==> config.mk <==
export PLATFORM = sky130hd
export DESIGN_NAME = lzw_fifo
export DESIGN_NICKNAME = d
export VERILOG_FILES = /design/src/sv/lzw_pkg.sv /design/src/sv/lzw_fifo.sv
export SDC_FILE = /design/constraint.sdc
export NUM_CORES = 1
export LEC_CHECK = 0
export ABC_CLOCK_PERIOD_IN_PS = 4600
export BUFFER_PORTS_ARGS = -buffer_cell sky130_fd_sc_hd__buf_4
export CAP_MARGIN = 5
export CORE_MARGIN = 1
export CORE_UTILIZATION = 30
export DETAILED_ROUTE_END_ITERATION = 6
export MAX_ROUTING_LAYER = met4
export PLACE_DENSITY = 0.43
export SLEW_MARGIN = 0
export SYNTH_ARGS = -nofsm -noshare
export SYNTH_HDL_FRONTEND = slang
export SYNTH_SLANG_ARGS = --single-unit
export TNS_END_PERCENT = 5
==> constraint.sdc <==
create_clock -name clk -period 4.6 [get_ports clk]
set_input_delay 0.92 -clock clk [delete_from_list [all_inputs] [get_ports clk]]
set_output_delay 0.92 -clock clk [all_outputs]
set_load 0.01 [all_outputs]
==> src/sv/lzw_pkg.sv <==
// shared types and constants for the lz window stream decompressor
package lzw_pkg;

  localparam int unsigned HDR_LEN    = 16;
  localparam int unsigned FIFO_DEPTH = 4;
  localparam logic [7:0]  MAGIC_Y    = 8'h59;
  localparam logic [7:0]  MAGIC_A    = 8'h61;
  localparam logic [7:0]  MAGIC_Z    = 8'h7A;
  localparam logic [7:0]  MAGIC_0    = 8'h30;
  localparam logic [7:0]  MAGIC_1    = 8'h31;
  localparam logic [3:0]  LEN_NIB_ADD = 4'h2;
  localparam logic [8:0]  LEN_EXT_ADD = 9'h012;

  typedef enum logic [2:0] {
    ST_OK           = 3'd0,
    ST_BAD_MAGIC    = 3'd1,
    ST_BEFORE_START = 3'd2,
    ST_OVERRUN      = 3'd3,
    ST_PADDING      = 3'd4,
    ST_UNDERFILL    = 3'd5
  } status_t;

  typedef enum logic [1:0] {
    PH_TOKEN,
    PH_REF1,
    PH_REF2
  } phase_t;

  typedef enum logic [1:0] {
    CMD_LIT,
    CMD_COPY,
    CMD_CLOSE
  } cmd_kind_t;

  typedef enum logic [1:0] {
    BK_IDLE,
    BK_READ,
    BK_PUT,
    BK_CLOSE
  } back_state_t;

  typedef struct packed {
    cmd_kind_t   kind;
    logic [7:0]  lit;
    logic [11:0] dist_m1;
    logic [8:0]  len;
    status_t     status;
  } cmd_t;

endpackage

==> src/sv/lzw_fifo.sv <==
// short command queue between the parser and the copy engine
module lzw_fifo (
  input  logic          clk,
  input  logic          rst_n,
  input  logic          push,
  input  lzw_pkg::cmd_t push_cmd,
  input  logic          pop,
  output lzw_pkg::cmd_t pop_cmd,
  output logic          full,
  output logic          empty
);

  localparam int unsigned PW = $clog2(lzw_pkg::FIFO_DEPTH);

  lzw_pkg::cmd_t     slot_r [lzw_pkg::FIFO_DEPTH];
  logic [PW-1:0]     wptr_r, wptr_nxt;
  logic [PW-1:0]     rptr_r, rptr_nxt;
  logic [PW:0]       cnt_r, cnt_nxt;

  assign full    = (cnt_r == (PW+1)'(lzw_pkg::FIFO_DEPTH));
  assign empty   = (cnt_r == '0);
  assign pop_cmd = slot_r[rptr_r];

  always_comb begin
    wptr_nxt = wptr_r;
    rptr_nxt = rptr_r;
    cnt_nxt  = cnt_r;
    if (push && !full) begin
      wptr_nxt = wptr_r + 1'b1;
    end
    if (pop && !empty) begin
      rptr_nxt = rptr_r + 1'b1;
    end
    if ((push && !full) && !(pop && !empty)) begin
      cnt_nxt = cnt_r + 1'b1;
    end else if (!(push && !full) && (pop && !empty)) begin
      cnt_nxt = cnt_r - 1'b1;
    end
  end

  always_ff @(posedge clk) begin
    if (!rst_n) begin
      wptr_r <= '0;
      rptr_r <= '0;
      cnt_r  <= '0;
    end else begin
      wptr_r <= wptr_nxt;
      rptr_r <= rptr_nxt;
      cnt_r  <= cnt_nxt;
    end
  end

  always_ff @(posedge clk) begin
    if (push && !full) begin
      slot_r[wptr_r] <= push_cmd;
    end
  end

endmodule

==> run metrics <==
Lkg Pwr=2.29 nW; Yosys top cell area share=0.750; # IOs=74; worst r2r src=cnt_r[0]$_SDFFE_PN0P_; PD cells=570 nW/um^2; post-synthesis sequential area ratio=0.783; finished layout cell area=6750 um^2; total inserted antenna cells=0; RSZ-0062 raised after global routing=false; total power of the final layout=3.85 mW; worst path cell trace=buf_4 > mux4_2 > buf_4; I/O Buffers=73; Via density=4.47; most used cell, CP=buf_4; die width=137 um; Post-Place Cell Area=6190 um^2; GRT Total Usage=0.121; Clk Latency, worst-skew pair=410 ps; post-cts sizing count=0; CP endpoint=pop_cmd[5]; die span in y=137 um; final worst path period share=0.689; Syn Area/Cell=24.1 um^2; Avg WL per Cell=18.3 um; final net count=354; VDD IR max=0.293 mV; GRT Residual Overflow=0; hold bufs inserted after CTS=0; first-pass GRT wire length=15000 um; CTS Buffer Depth=2; total number of vias=2448; initial antenna violation count=0; Slew headroom=0.317; GP Congestion=0.646; Min Clock Period, post-route=3170 ps; largest net degree at the start of global routing=35; CTS Root Buffer Type=clkbuf_16; Final Setup Violations=0; worst endpoint data arrival time=2250 ps; TNS Setup=0 ps; status=finished, final reports clean; fraction of layout cells with a size suffix above 1=0.437; postcts setup bufs=0; Initial DRC Count=84; Syn Nets=270; TritonRoute pass-1 iters=4; site row count=48; Post-DRT Antenna Nets=0; area grow syn2layout=23.9%; Req. time, crit path=3680 ps; Worst-path clk slew=60 ps; Final WS setup=1430 ps; Max Fclk=0.316 GHz; cell taking the most area after synthesis=edfxtp_1; mapped cell area=5440 um^2; CP endpoint kind=output pin; Slowest Stage Delay on Critical Path=740 ps; Starting Density=0.310; CP Launch Type=flop; Final Max Slew Viols=0; Slew @ Worst Pin=1020 ps; clock skew=8.73 ps; final wirelength=10000 um; CTS tree=done; crit-path max FO=17; cell count of the worst reg-to-reg path=8; Mapped Cells=226; ranking of synthesized cells by area=edfxtp_1 75%, mux4_2 12%, dfxtp_1 3.3%; reg-to-reg endpoint=cnt_r[2]$_SDFFE_PN0P_; DP HPWL=5830 um; Worst R2R Setup Slack=2190 ps; Core Area=17500 um^2; DRC Markers=0; CP max stage cell=dfxtp_2; number of global-route vias before repair=2629; final hold viol count=0; pre-CTS worst setup slack=1730 ps; Distinct cells, synth=24; Setup CP Type=reg2out; H-tree levels=4; Ys Warns=0; clk sinks=145; flops & latches, synth=145; CTS buffer count=17; die area=18700 um^2; Max-Cap Viols=0; hold crit path type=reg2reg
## final cells by class
type	count	area [um^2]
timing repair buffer	75	563
inverter	3	11.3
clock inverter	7	60.1
fill	1598	10800
multi-input combinational	68	1070
sequential	145	4270
tap	225	282
clock buffer	25	495
## worst min-delay path by stage
| stage | startpoint | end | slack, ps | cells past startpoint |
|---|---|---|---|---|
| 6_report | wptr_r[1]$_SDFFE_PN0P_ | wptr_r[1]$_SDFFE_PN0P_ | 500 | 2 |
| 5_1_grt | wptr_r[0]$_SDFFE_PN0P_ | wptr_r[0]$_SDFFE_PN0P_ | 530 | 2 |
| 3_5_place_dp | wptr_r[1]$_SDFFE_PN0P_ | wptr_r[1]$_SDFFE_PN0P_ | 500 | 2 |
| 4_1_cts | wptr_r[1]$_SDFFE_PN0P_ | wptr_r[1]$_SDFFE_PN0P_ | 510 | 2 |
| 2_1_floorplan | wptr_r[1]$_SDFFE_PN0P_ | wptr_r[1]$_SDFFE_PN0P_ | 470 | 2 |
| 3_3_place_gp | wptr_r[1]$_SDFFE_PN0P_ | wptr_r[1]$_SDFFE_PN0P_ | 490 | 2 |
## metal layers
layer	global-route usage	share of wire
met2	0.193	0.51
met3	0.0459	0.055
met1	0.136	0.43
met5	-	0
met4	0.0463	0.0092
## registers in the layout, summed over array words and instances (netlist names), named ones only
signal	flops
cnt_r	3
rptr_r	2
slot_r	136
wptr_r	2
## layout by cell type (no fill, tap or decap), types with 5 or more instances in the layout
master | netlist | final
clkbuf_16 | 0 | 17
mux4_2 | 30 | 30
clkinv_2 | 0 | 6
ha_1 | 5 | 5
dfxtp_1 | 9 | 7
edfxtp_1 | 136 | 136
buf_4 | 0 | 75
## logic make-up after synthesis
kind of cell / Yosys count / share of synthesized area
multiplexers: 37 / 0.149
AND/OR/NAND/NOR: 17 / 0.0186
XOR/XNOR: 4 / 0.00644
adder cells (fa/ha/maj): 6 / 0.0152
flip-flops: 145 / 0.783
buffers and inverters: 13 / 0.0214
AO/OA/AOI/OAI: 4 / 0.00621
## cell usage after synthesis
library cell and instances:
edfxtp_1 136, dfxtp_1 9, mux4_2 30, mux2i_1 3, buf_2 3, inv_1 3, mux4_1 4, o21ai_0 1
o31ai_2 1, fa_1 1, xnor2_1 3, or3_1 1, and2_1 8, nor3b_2 1, o311ai_1 1, clkbuf_1 2
nor2b_1 2, a21boi_0 1, buf_6 2, xor2_1 1, nor3_1 1, ha_1 5, buf_12 3, nand2_1 4
## through the flow
stage / utilization / hold slack [ps] / instances
2_1_floorplan: - / 468 / 226
3_3_place_gp: 0.353 / 490 / 516
3_5_place_dp: 0.353 / 499 / 516
4_1_cts: 0.385 / 507 / 548
5_1_grt: 0.385 / 532 / 548
6_report: 0.385 / 504 / 548
## report_power, final
group,switching (mW),internal (mW)
Clock,0.479,0.795
Sequential,0.111,1.61
Combinational,0.372,0.481
Total,0.962,2.89
## critical path, delay by kind of cell (launching register included)
family                 cells  cell delay (ps)
buffers and inverters      2              540
DFF                        1              740
muxes                      1              550
Note: power is estimated with default switching activity, not from simulation.
