`config.mk`:
```
export PLATFORM = sky130hd
export DESIGN_NAME = lzw_front
export DESIGN_NICKNAME = d
export VERILOG_FILES = /design/src/sv/lzw_pkg.sv /design/src/sv/lzw_front.sv
export SDC_FILE = /design/constraint.sdc
export NUM_CORES = 1
export LEC_CHECK = 0
export BUFFER_PORTS_ARGS = -buffer_cell sky130_fd_sc_hd__buf_2
export CORE_MARGIN = 8
export CORE_UTILIZATION = 40
export CTS_CLUSTER_SIZE = 12
export DETAILED_ROUTE_END_ITERATION = 7
export PLACE_DENSITY = 0.53
export SLEW_MARGIN = 25
export SYNTH_ARGS = -nofsm -noshare
export SYNTH_HDL_FRONTEND = slang
export SYNTH_SLANG_ARGS = --single-unit
```
`constraint.sdc`:
```
create_clock -name clk -period 16.4 [get_ports clk]
set_clock_uncertainty 0.05 [all_clocks]
set_input_delay 3.28 -clock clk [delete_from_list [all_inputs] [get_ports clk]]
set_output_delay 3.28 -clock clk [all_outputs]
set_load 0.03 [all_outputs]
```
`src/sv/lzw_pkg.sv`:
```
// shared types and constants for the lz window stream decompressor
package lzw_pkg;

  localparam int unsigned HDR_LEN    = 16;
  localparam int unsigned FIFO_DEPTH = 4;
  localparam logic [7:0]  MAGIC_Y    = 8'h59;
  localparam logic [7:0]  MAGIC_A    = 8'h61;
  localparam logic [7:0]  MAGIC_Z    = 8'h7A;
  localparam logic [7:0]  MAGIC_0    = 8'h30;
  localparam logic [7:0]  MAGIC_1    = 8'h31;
  localparam logic [3:0]  LEN_NIB_ADD = 4'h2;
  localparam logic [8:0]  LEN_EXT_ADD = 9'h012;

  typedef enum logic [2:0] {
    ST_OK           = 3'd0,
    ST_BAD_MAGIC    = 3'd1,
    ST_BEFORE_START = 3'd2,
    ST_OVERRUN      = 3'd3,
    ST_PADDING      = 3'd4,
    ST_UNDERFILL    = 3'd5
  } status_t;

  typedef enum logic [1:0] {
    PH_TOKEN,
    PH_REF1,
    PH_REF2
  } phase_t;

  typedef enum logic [1:0] {
    CMD_LIT,
    CMD_COPY,
    CMD_CLOSE
  } cmd_kind_t;

  typedef enum logic [1:0] {
    BK_IDLE,
    BK_READ,
    BK_PUT,
    BK_CLOSE
  } back_state_t;

  typedef struct packed {
    cmd_kind_t   kind;
    logic [7:0]  lit;
    logic [11:0] dist_m1;
    logic [8:0]  len;
    status_t     status;
  } cmd_t;

endpackage

```
`src/sv/lzw_front.sv`:
```
// header and token parser that turns input bytes into copy commands
module lzw_front (
  input  logic          clk,
  input  logic          rst_n,
  input  logic          in_tvalid,
  output logic          in_tready,
  input  logic [7:0]    in_byte,
  input  logic          in_eoi,
  output logic          push,
  output lzw_pkg::cmd_t push_cmd,
  input  logic          fifo_full
);

  logic [4:0]           hdr_pos_r, hdr_pos_nxt;
  logic [31:0]          size_r, size_nxt;
  logic [31:0]          bw_r, bw_nxt;
  logic [7:0]           flags_r, flags_nxt;
  logic [3:0]           idx_r, idx_nxt;
  lzw_pkg::phase_t      phase_r, phase_nxt;
  logic [15:0]          pend_r, pend_nxt;
  lzw_pkg::status_t     err_r, err_nxt;
  logic                 close_pend_r, close_pend_nxt;
  lzw_pkg::status_t     close_st_r, close_st_nxt;

  logic                 acc;
  logic                 do_copy;
  logic                 do_next_flag;
  logic [8:0]           copy_len;
  logic [12:0]          ref_dist;
  lzw_pkg::status_t     st;

  assign in_tready = !close_pend_r && !fifo_full;
  assign acc       = in_tvalid && in_tready;

  always_comb begin
    hdr_pos_nxt    = hdr_pos_r;
    size_nxt       = size_r;
    bw_nxt         = bw_r;
    flags_nxt      = flags_r;
    idx_nxt        = idx_r;
    phase_nxt      = phase_r;
    pend_nxt       = pend_r;
    err_nxt        = err_r;
    close_pend_nxt = close_pend_r;
    close_st_nxt   = close_st_r;
    push           = 1'b0;
    push_cmd       = '{kind: lzw_pkg::CMD_LIT, lit: in_byte, dist_m1: '0, len: 9'd1,
                       status: lzw_pkg::ST_OK};
    do_copy        = 1'b0;
    do_next_flag   = 1'b0;
    copy_len       = '0;
    ref_dist       = '0;
    st             = lzw_pkg::ST_OK;

    if (close_pend_r) begin
      if (!fifo_full) begin
        push           = 1'b1;
        push_cmd.kind  = lzw_pkg::CMD_CLOSE;
        push_cmd.status = close_st_r;
        close_pend_nxt = 1'b0;
      end
    end else if (acc) begin
      if (hdr_pos_r < 5'(lzw_pkg::HDR_LEN)) begin
        if ((hdr_pos_r == 5'd0 && in_byte != lzw_pkg::MAGIC_Y) ||
            (hdr_pos_r == 5'd1 && in_byte != lzw_pkg::MAGIC_A) ||
            (hdr_pos_r == 5'd2 && in_byte != lzw_pkg::MAGIC_Z) ||
            (hdr_pos_r == 5'd3 && in_byte != lzw_pkg::MAGIC_0 &&
             in_byte != lzw_pkg::MAGIC_1)) begin
          if (err_nxt == lzw_pkg::ST_OK) err_nxt = lzw_pkg::ST_BAD_MAGIC;
        end
        if (hdr_pos_r >= 5'd4 && hdr_pos_r <= 5'd7) begin
          size_nxt = {size_r[23:0], in_byte};
        end
        hdr_pos_nxt = hdr_pos_r + 5'd1;
      end else if (err_r == lzw_pkg::ST_BAD_MAGIC) begin
        // rest of the file is dropped
      end else if (size_r == '0) begin
        if (in_byte != 8'h00 && err_nxt == lzw_pkg::ST_OK) err_nxt = lzw_pkg::ST_PADDING;
      end else begin
        unique case (phase_r)
          lzw_pkg::PH_REF1: begin
            pend_nxt = pend_r | {8'h00, in_byte};
            if (pend_nxt[15:12] == 4'h0) begin
              phase_nxt = lzw_pkg::PH_REF2;
            end else begin
              phase_nxt = lzw_pkg::PH_TOKEN;
              do_copy   = 1'b1;
              copy_len  = {5'd0, pend_nxt[15:12]} + {5'd0, lzw_pkg::LEN_NIB_ADD};
            end
          end
          lzw_pkg::PH_REF2: begin
            phase_nxt = lzw_pkg::PH_TOKEN;
            do_copy   = 1'b1;
            copy_len  = {1'b0, in_byte} + lzw_pkg::LEN_EXT_ADD;
          end
          default: begin
            if (idx_r > 4'd7) begin
              flags_nxt = in_byte;
              idx_nxt   = 4'd7;
            end else if (flags_r[idx_r[2:0]]) begin
              push         = 1'b1;
              bw_nxt       = bw_r + 32'd1;
              size_nxt     = size_r - 32'd1;
              do_next_flag = 1'b1;
            end else begin
              pend_nxt  = {in_byte, 8'h00};
              phase_nxt = lzw_pkg::PH_REF1;
            end
          end
        endcase
        if (do_copy) begin
          ref_dist = {1'b0, pend_nxt[11:0]} + 13'd1;
          if ({19'd0, ref_dist} > bw_r && err_nxt == lzw_pkg::ST_OK) begin
            err_nxt = lzw_pkg::ST_BEFORE_START;
          end
          if ({23'd0, copy_len} > size_r) begin
            if (err_nxt == lzw_pkg::ST_OK) err_nxt = lzw_pkg::ST_OVERRUN;
            copy_len = size_r[8:0];
          end
          size_nxt         = size_r - {23'd0, copy_len};
          bw_nxt           = bw_r + {23'd0, copy_len};
          push             = 1'b1;
          push_cmd.kind    = lzw_pkg::CMD_COPY;
          push_cmd.dist_m1 = pend_nxt[11:0];
          push_cmd.len     = copy_len;
          do_next_flag     = 1'b1;
        end
        if (do_next_flag) begin
          idx_nxt = (idx_r == 4'd0 || idx_r > 4'd7) ? 4'd8 : idx_r - 4'd1;
        end
      end

      if (in_eoi) begin
        if (err_nxt != lzw_pkg::ST_OK) st = err_nxt;
        else if (hdr_pos_nxt < 5'(lzw_pkg::HDR_LEN)) st = lzw_pkg::ST_BAD_MAGIC;
        else if (size_nxt != '0) st = lzw_pkg::ST_UNDERFILL;
        else st = lzw_pkg::ST_OK;
        if (push) begin
          close_pend_nxt = 1'b1;
          close_st_nxt   = st;
        end else begin
          push            = 1'b1;
          push_cmd.kind   = lzw_pkg::CMD_CLOSE;
          push_cmd.status = st;
        end
        hdr_pos_nxt = '0;
        size_nxt    = '0;
        bw_nxt      = '0;
        flags_nxt   = '0;
        idx_nxt     = 4'd8;
        phase_nxt   = lzw_pkg::PH_TOKEN;
        pend_nxt    = '0;
        err_nxt     = lzw_pkg::ST_OK;
      end
    end
  end

  always_ff @(posedge clk) begin
    if (!rst_n) begin
      hdr_pos_r    <= '0;
      size_r       <= '0;
      bw_r         <= '0;
      flags_r      <= '0;
      idx_r        <= 4'd8;
      phase_r      <= lzw_pkg::PH_TOKEN;
      pend_r       <= '0;
      err_r        <= lzw_pkg::ST_OK;
      close_pend_r <= 1'b0;
      close_st_r   <= lzw_pkg::ST_OK;
    end else begin
      hdr_pos_r    <= hdr_pos_nxt;
      size_r       <= size_nxt;
      bw_r         <= bw_nxt;
      flags_r      <= flags_nxt;
      idx_r        <= idx_nxt;
      phase_r      <= phase_nxt;
      pend_r       <= pend_nxt;
      err_r        <= err_nxt;
      close_pend_r <= close_pend_nxt;
      close_st_r   <= close_st_nxt;
    end
  end

endmodule

```
==> results.json <==
{
  "crit_required_ns": 13.07,
  "fin_setup_tns_ns": 0,
  "filler_cell_count": 2350,
  "avgSynthCellArea_sq_um": 7.54,
  "worstSkewPairLatency_ns": 0.36,
  "crit_type": "in2out",
  "power.leakage_uw": 0.00365,
  "area_of_the_mapped_netlist_sq_um": 9080,
  "yosysUniqueCellTypes": 87,
  "cts_repair_resize_count": 0,
  "grt_setup_unrepaired": "no",
  "synth_largest_area_cell": "dfxtp_1",
  "post_synth_and_or_nand_nor_area_fraction_pct": 29.8,
  "detailroute.via_count": 9032,
  "maxCapViolCount": 0,
  "first_pass_grt_wire_length_um": 49500,
  "holdWs_ns": 0.456,
  "combinational_family_with_the_most_area_after_synthesis": "simple AND/OR/NAND/NOR gates",
  "yosys.area_share.xor_xnor_pct": 4.44,
  "proportion_of_synthesized_chip_area_in_sequential_cells_pct": 23.4,
  "dp_hpwl_um": 22600,
  "dr.first_iter.drc_count": 889,
  "clock.fmax_ghz": 0.0768,
  "cts_max_path_buffers": 2,
  "hold_path.startpoint": "close_st_r[1]",
  "timing_max_transition_violations_final": 0,
  "async_flop_share_pct": 0,
  "synth_warnings": 0,
  "port-buffer-count": 48,
  "syn_to_final_growth_pct": 6.58,
  "cts.reportedPaths.clkPinSlew_ns": 0.07,
  "worst_slew_margin_rel_pct": 32.3,
  "overflow": 0,
  "core-area_sq_um": 22400,
  "worstSetupEndpointType": "output pin",
  "hold_vio_cnt_final": 0,
  "routed_via_density": 6.09,
  "final_util_pct": 43.1,
  "cp_slowest_cell": "o21ai_0",
  "power_switching_uw": 140,
  "yosysTopAreaCellShare_pct": 23.4,
  "synth_compound_gate_area_share_pct": 26.3,
  "peakVddDrop_v": 0.0000471,
  "period_needed_ns": 13.02,
  "hold_class": "reg2reg",
  "synthMuxAreaShare_pct": 1.89,
  "design.die.area_sq_um": 27800,
  "post-cts-setup-buffers": 0,
  "cp.arrival_ns": 9.69,
  "first_global_vias": 8610,
  "die_h_um": 167,
  "critical_path.n_buffers_inverters": 3,
  "setup_viol_count_final": 0,
  "cts_max_level": 3,
  "critPathMaxStageDelay_ns": 0.53,
  "power.density_cell_area_nw_per_um2": 53.7,
  "drc_errors": 0,
  "synth_top_flop_cell": "dfxtp_1",
  "cts.hold.buffers_added": 0,
  "detailed_place.area_sq_um": 9380,
  "worstPathMaxFanout": 11,
  "min_period_over_period_pct": 79.4,
  "placedCellCount": 1467,
  "worstMarginPinSlew_ns": 1.01,
  "finalWirelength_um": 31200,
  "adder_cell_area_share_of_the_yosys_netlist_pct": 7.75,
  "drt_pass1_iterations": 6,
  "power_switching_share_pct": 27.0,
  "clock_tree_from_tritoncts": "built",
  "non_filler_cells_in_the_finished_layout": 1482,
  "fin_area_sq_um": 9670,
  "gr-usage-all-layers_pct": 22.2,
  "p_int_uw": 380,
  "layout-drive-gt1-share_pct": 9.44,
  "pwr-share-clk_pct": 41.9,
  "route.detailed.wl_per_inst_um": 21.1,
  "yosys-top-cells-area": "dfxtp_1, ha_1, nor2_1",
  "initial_utilization_pct": 40.5,
  "antenna-diode-count": 0,
  "path_delay_family": "compound AO/OA/AOI/OAI gates",
  "seq_power_share_pct": 49.9,
  "synth_edf_count": 0,
  "detail-route-antenna-nets": 0,
  "finalWeightedCongestion": 0.946,
  "cts_sinks": 106,
  "worst_r2r_startpoint": "phase_r[0]",
  "final_nets": 1261,
  "synthCells": 1203,
  "cts.root.buffer_cell": "clkbuf_16",
  "cts_buffers": 9,
  "grt_antenna_before_repair": 0,
  "num_io_pins": 49,
  "status": "finished clean",
  "crit_path_start": "in_byte[2]",
  "power.share.combinational_pct": 8.1,
  "row_count": 55,
  "synthesis.nets": 1271,
  "setup.worst_path.start_class": "input port",
  "fp.dieW_um": 167,
  "synth_seq_cells": 106,
  "maximum_number_of_pins_on_one_net_before_global_route_repair": 86
}
-- metrics by stage --
stage | worst slack [ns] | power (uW)
5_1_grt | 2.82 | 540
3_5_place_dp | 3.24 | 308
4_1_cts | 3.21 | 527
2_1_floorplan | 4.18 | 295
6_report | 3.38 | 520
3_3_place_gp | 3.29 | 307
-- cell usage in the layout, fill, tap and decap left out, drive strengths merged, types with 32 or more instances in the layout --
cell   netlist  layout
a21oi       60      60
a22oi       49      49
ha          53      53
dfxtp      106     106
nand3       32      32
nand2       97      97
o21ai       61      61
inv         47      50
nor2       114     114
buf         23      63
nor2b       67      67
nor3        56      56
-- power groups by stage --
stage	Sequential, uW	Combinational, uW	Clock, uW
final	259	42.3	218
after global routing	260	45.6	235
after CTS	259	42.1	226
after detailed placement	266	42.0	0
after global placement	266	41.6	0
after floorplan	265	29.7	0
-- cell usage after synthesis (9+ instances only) --
library cell  number
o211ai_1          10
o21a_1            24
a31oi_1           10
nand3_1           32
a21boi_0           9
and3_1            12
nand2_1           95
nor4_1            23
nor3b_1           12
a21oi_1           59
buf_4              9
or3_1             15
clkbuf_1          59
dfxtp_1          106
xor2_1            17
o21ai_0           56
ha_1              53
or4_1             10
nor2b_1           67
inv_1             47
a211oi_1           9
mux2i_1           16
a22o_1            14
o31ai_1           10
nand4_1           16
xnor2_1           29
and2_1            22
nor3_1            54
a22oi_1           48
a21o_1             9
nor2_1           114
-- layout make-up --
cell class	count	area (sq um)	area share (%)
Multi-Input combinational cell	966	6380	65.9
Timing Repair Buffer	63	353	3.65
Clock inverter	5	47.5	0.492
Sequential cell	106	2120	21.9
Tap cell	285	357	3.69
Clock buffer	10	239	2.47
Inverter	47	176	1.82
-- worst paths after layout --
path,end,slack [ns],depth (start not counted)
worst max-delay path,push_cmd[2],3.38,26
worst min-delay path,close_st_r[1],0.46,1
worst max register to register,close_st_r[2],8.75,27
worst min register to register,close_st_r[1],0.46,1
-- sequential cells by signal, indices dropped and copies added (netlist names), 3 cells and up --
name and cells:
pend_r 16, flags_r 8, bw_r 32, close_st_r 3
idx_r 4, err_r 3, size_r 32, hdr_pos_r 5
-- logic make-up after synthesis --
kind of cell	Yosys count
buffers and inverters	131
muxes	17
DFF	106
adders and majority gates	55
AOI/OAI and AO/OA	335
xor gates and xnor gates	46
and+or+nand+nor	513
-- metal layers --
layer,vias to the layer above,share of wire [%],track usage (%)
li1,4384,-,-
met1,4270,47,29.8
met2,318,44,34.3
met3,60,6.1,4.66
met4,0,3.2,8.19
met5,-,0,0
Note: power is estimated with default switching activity, not from simulation.
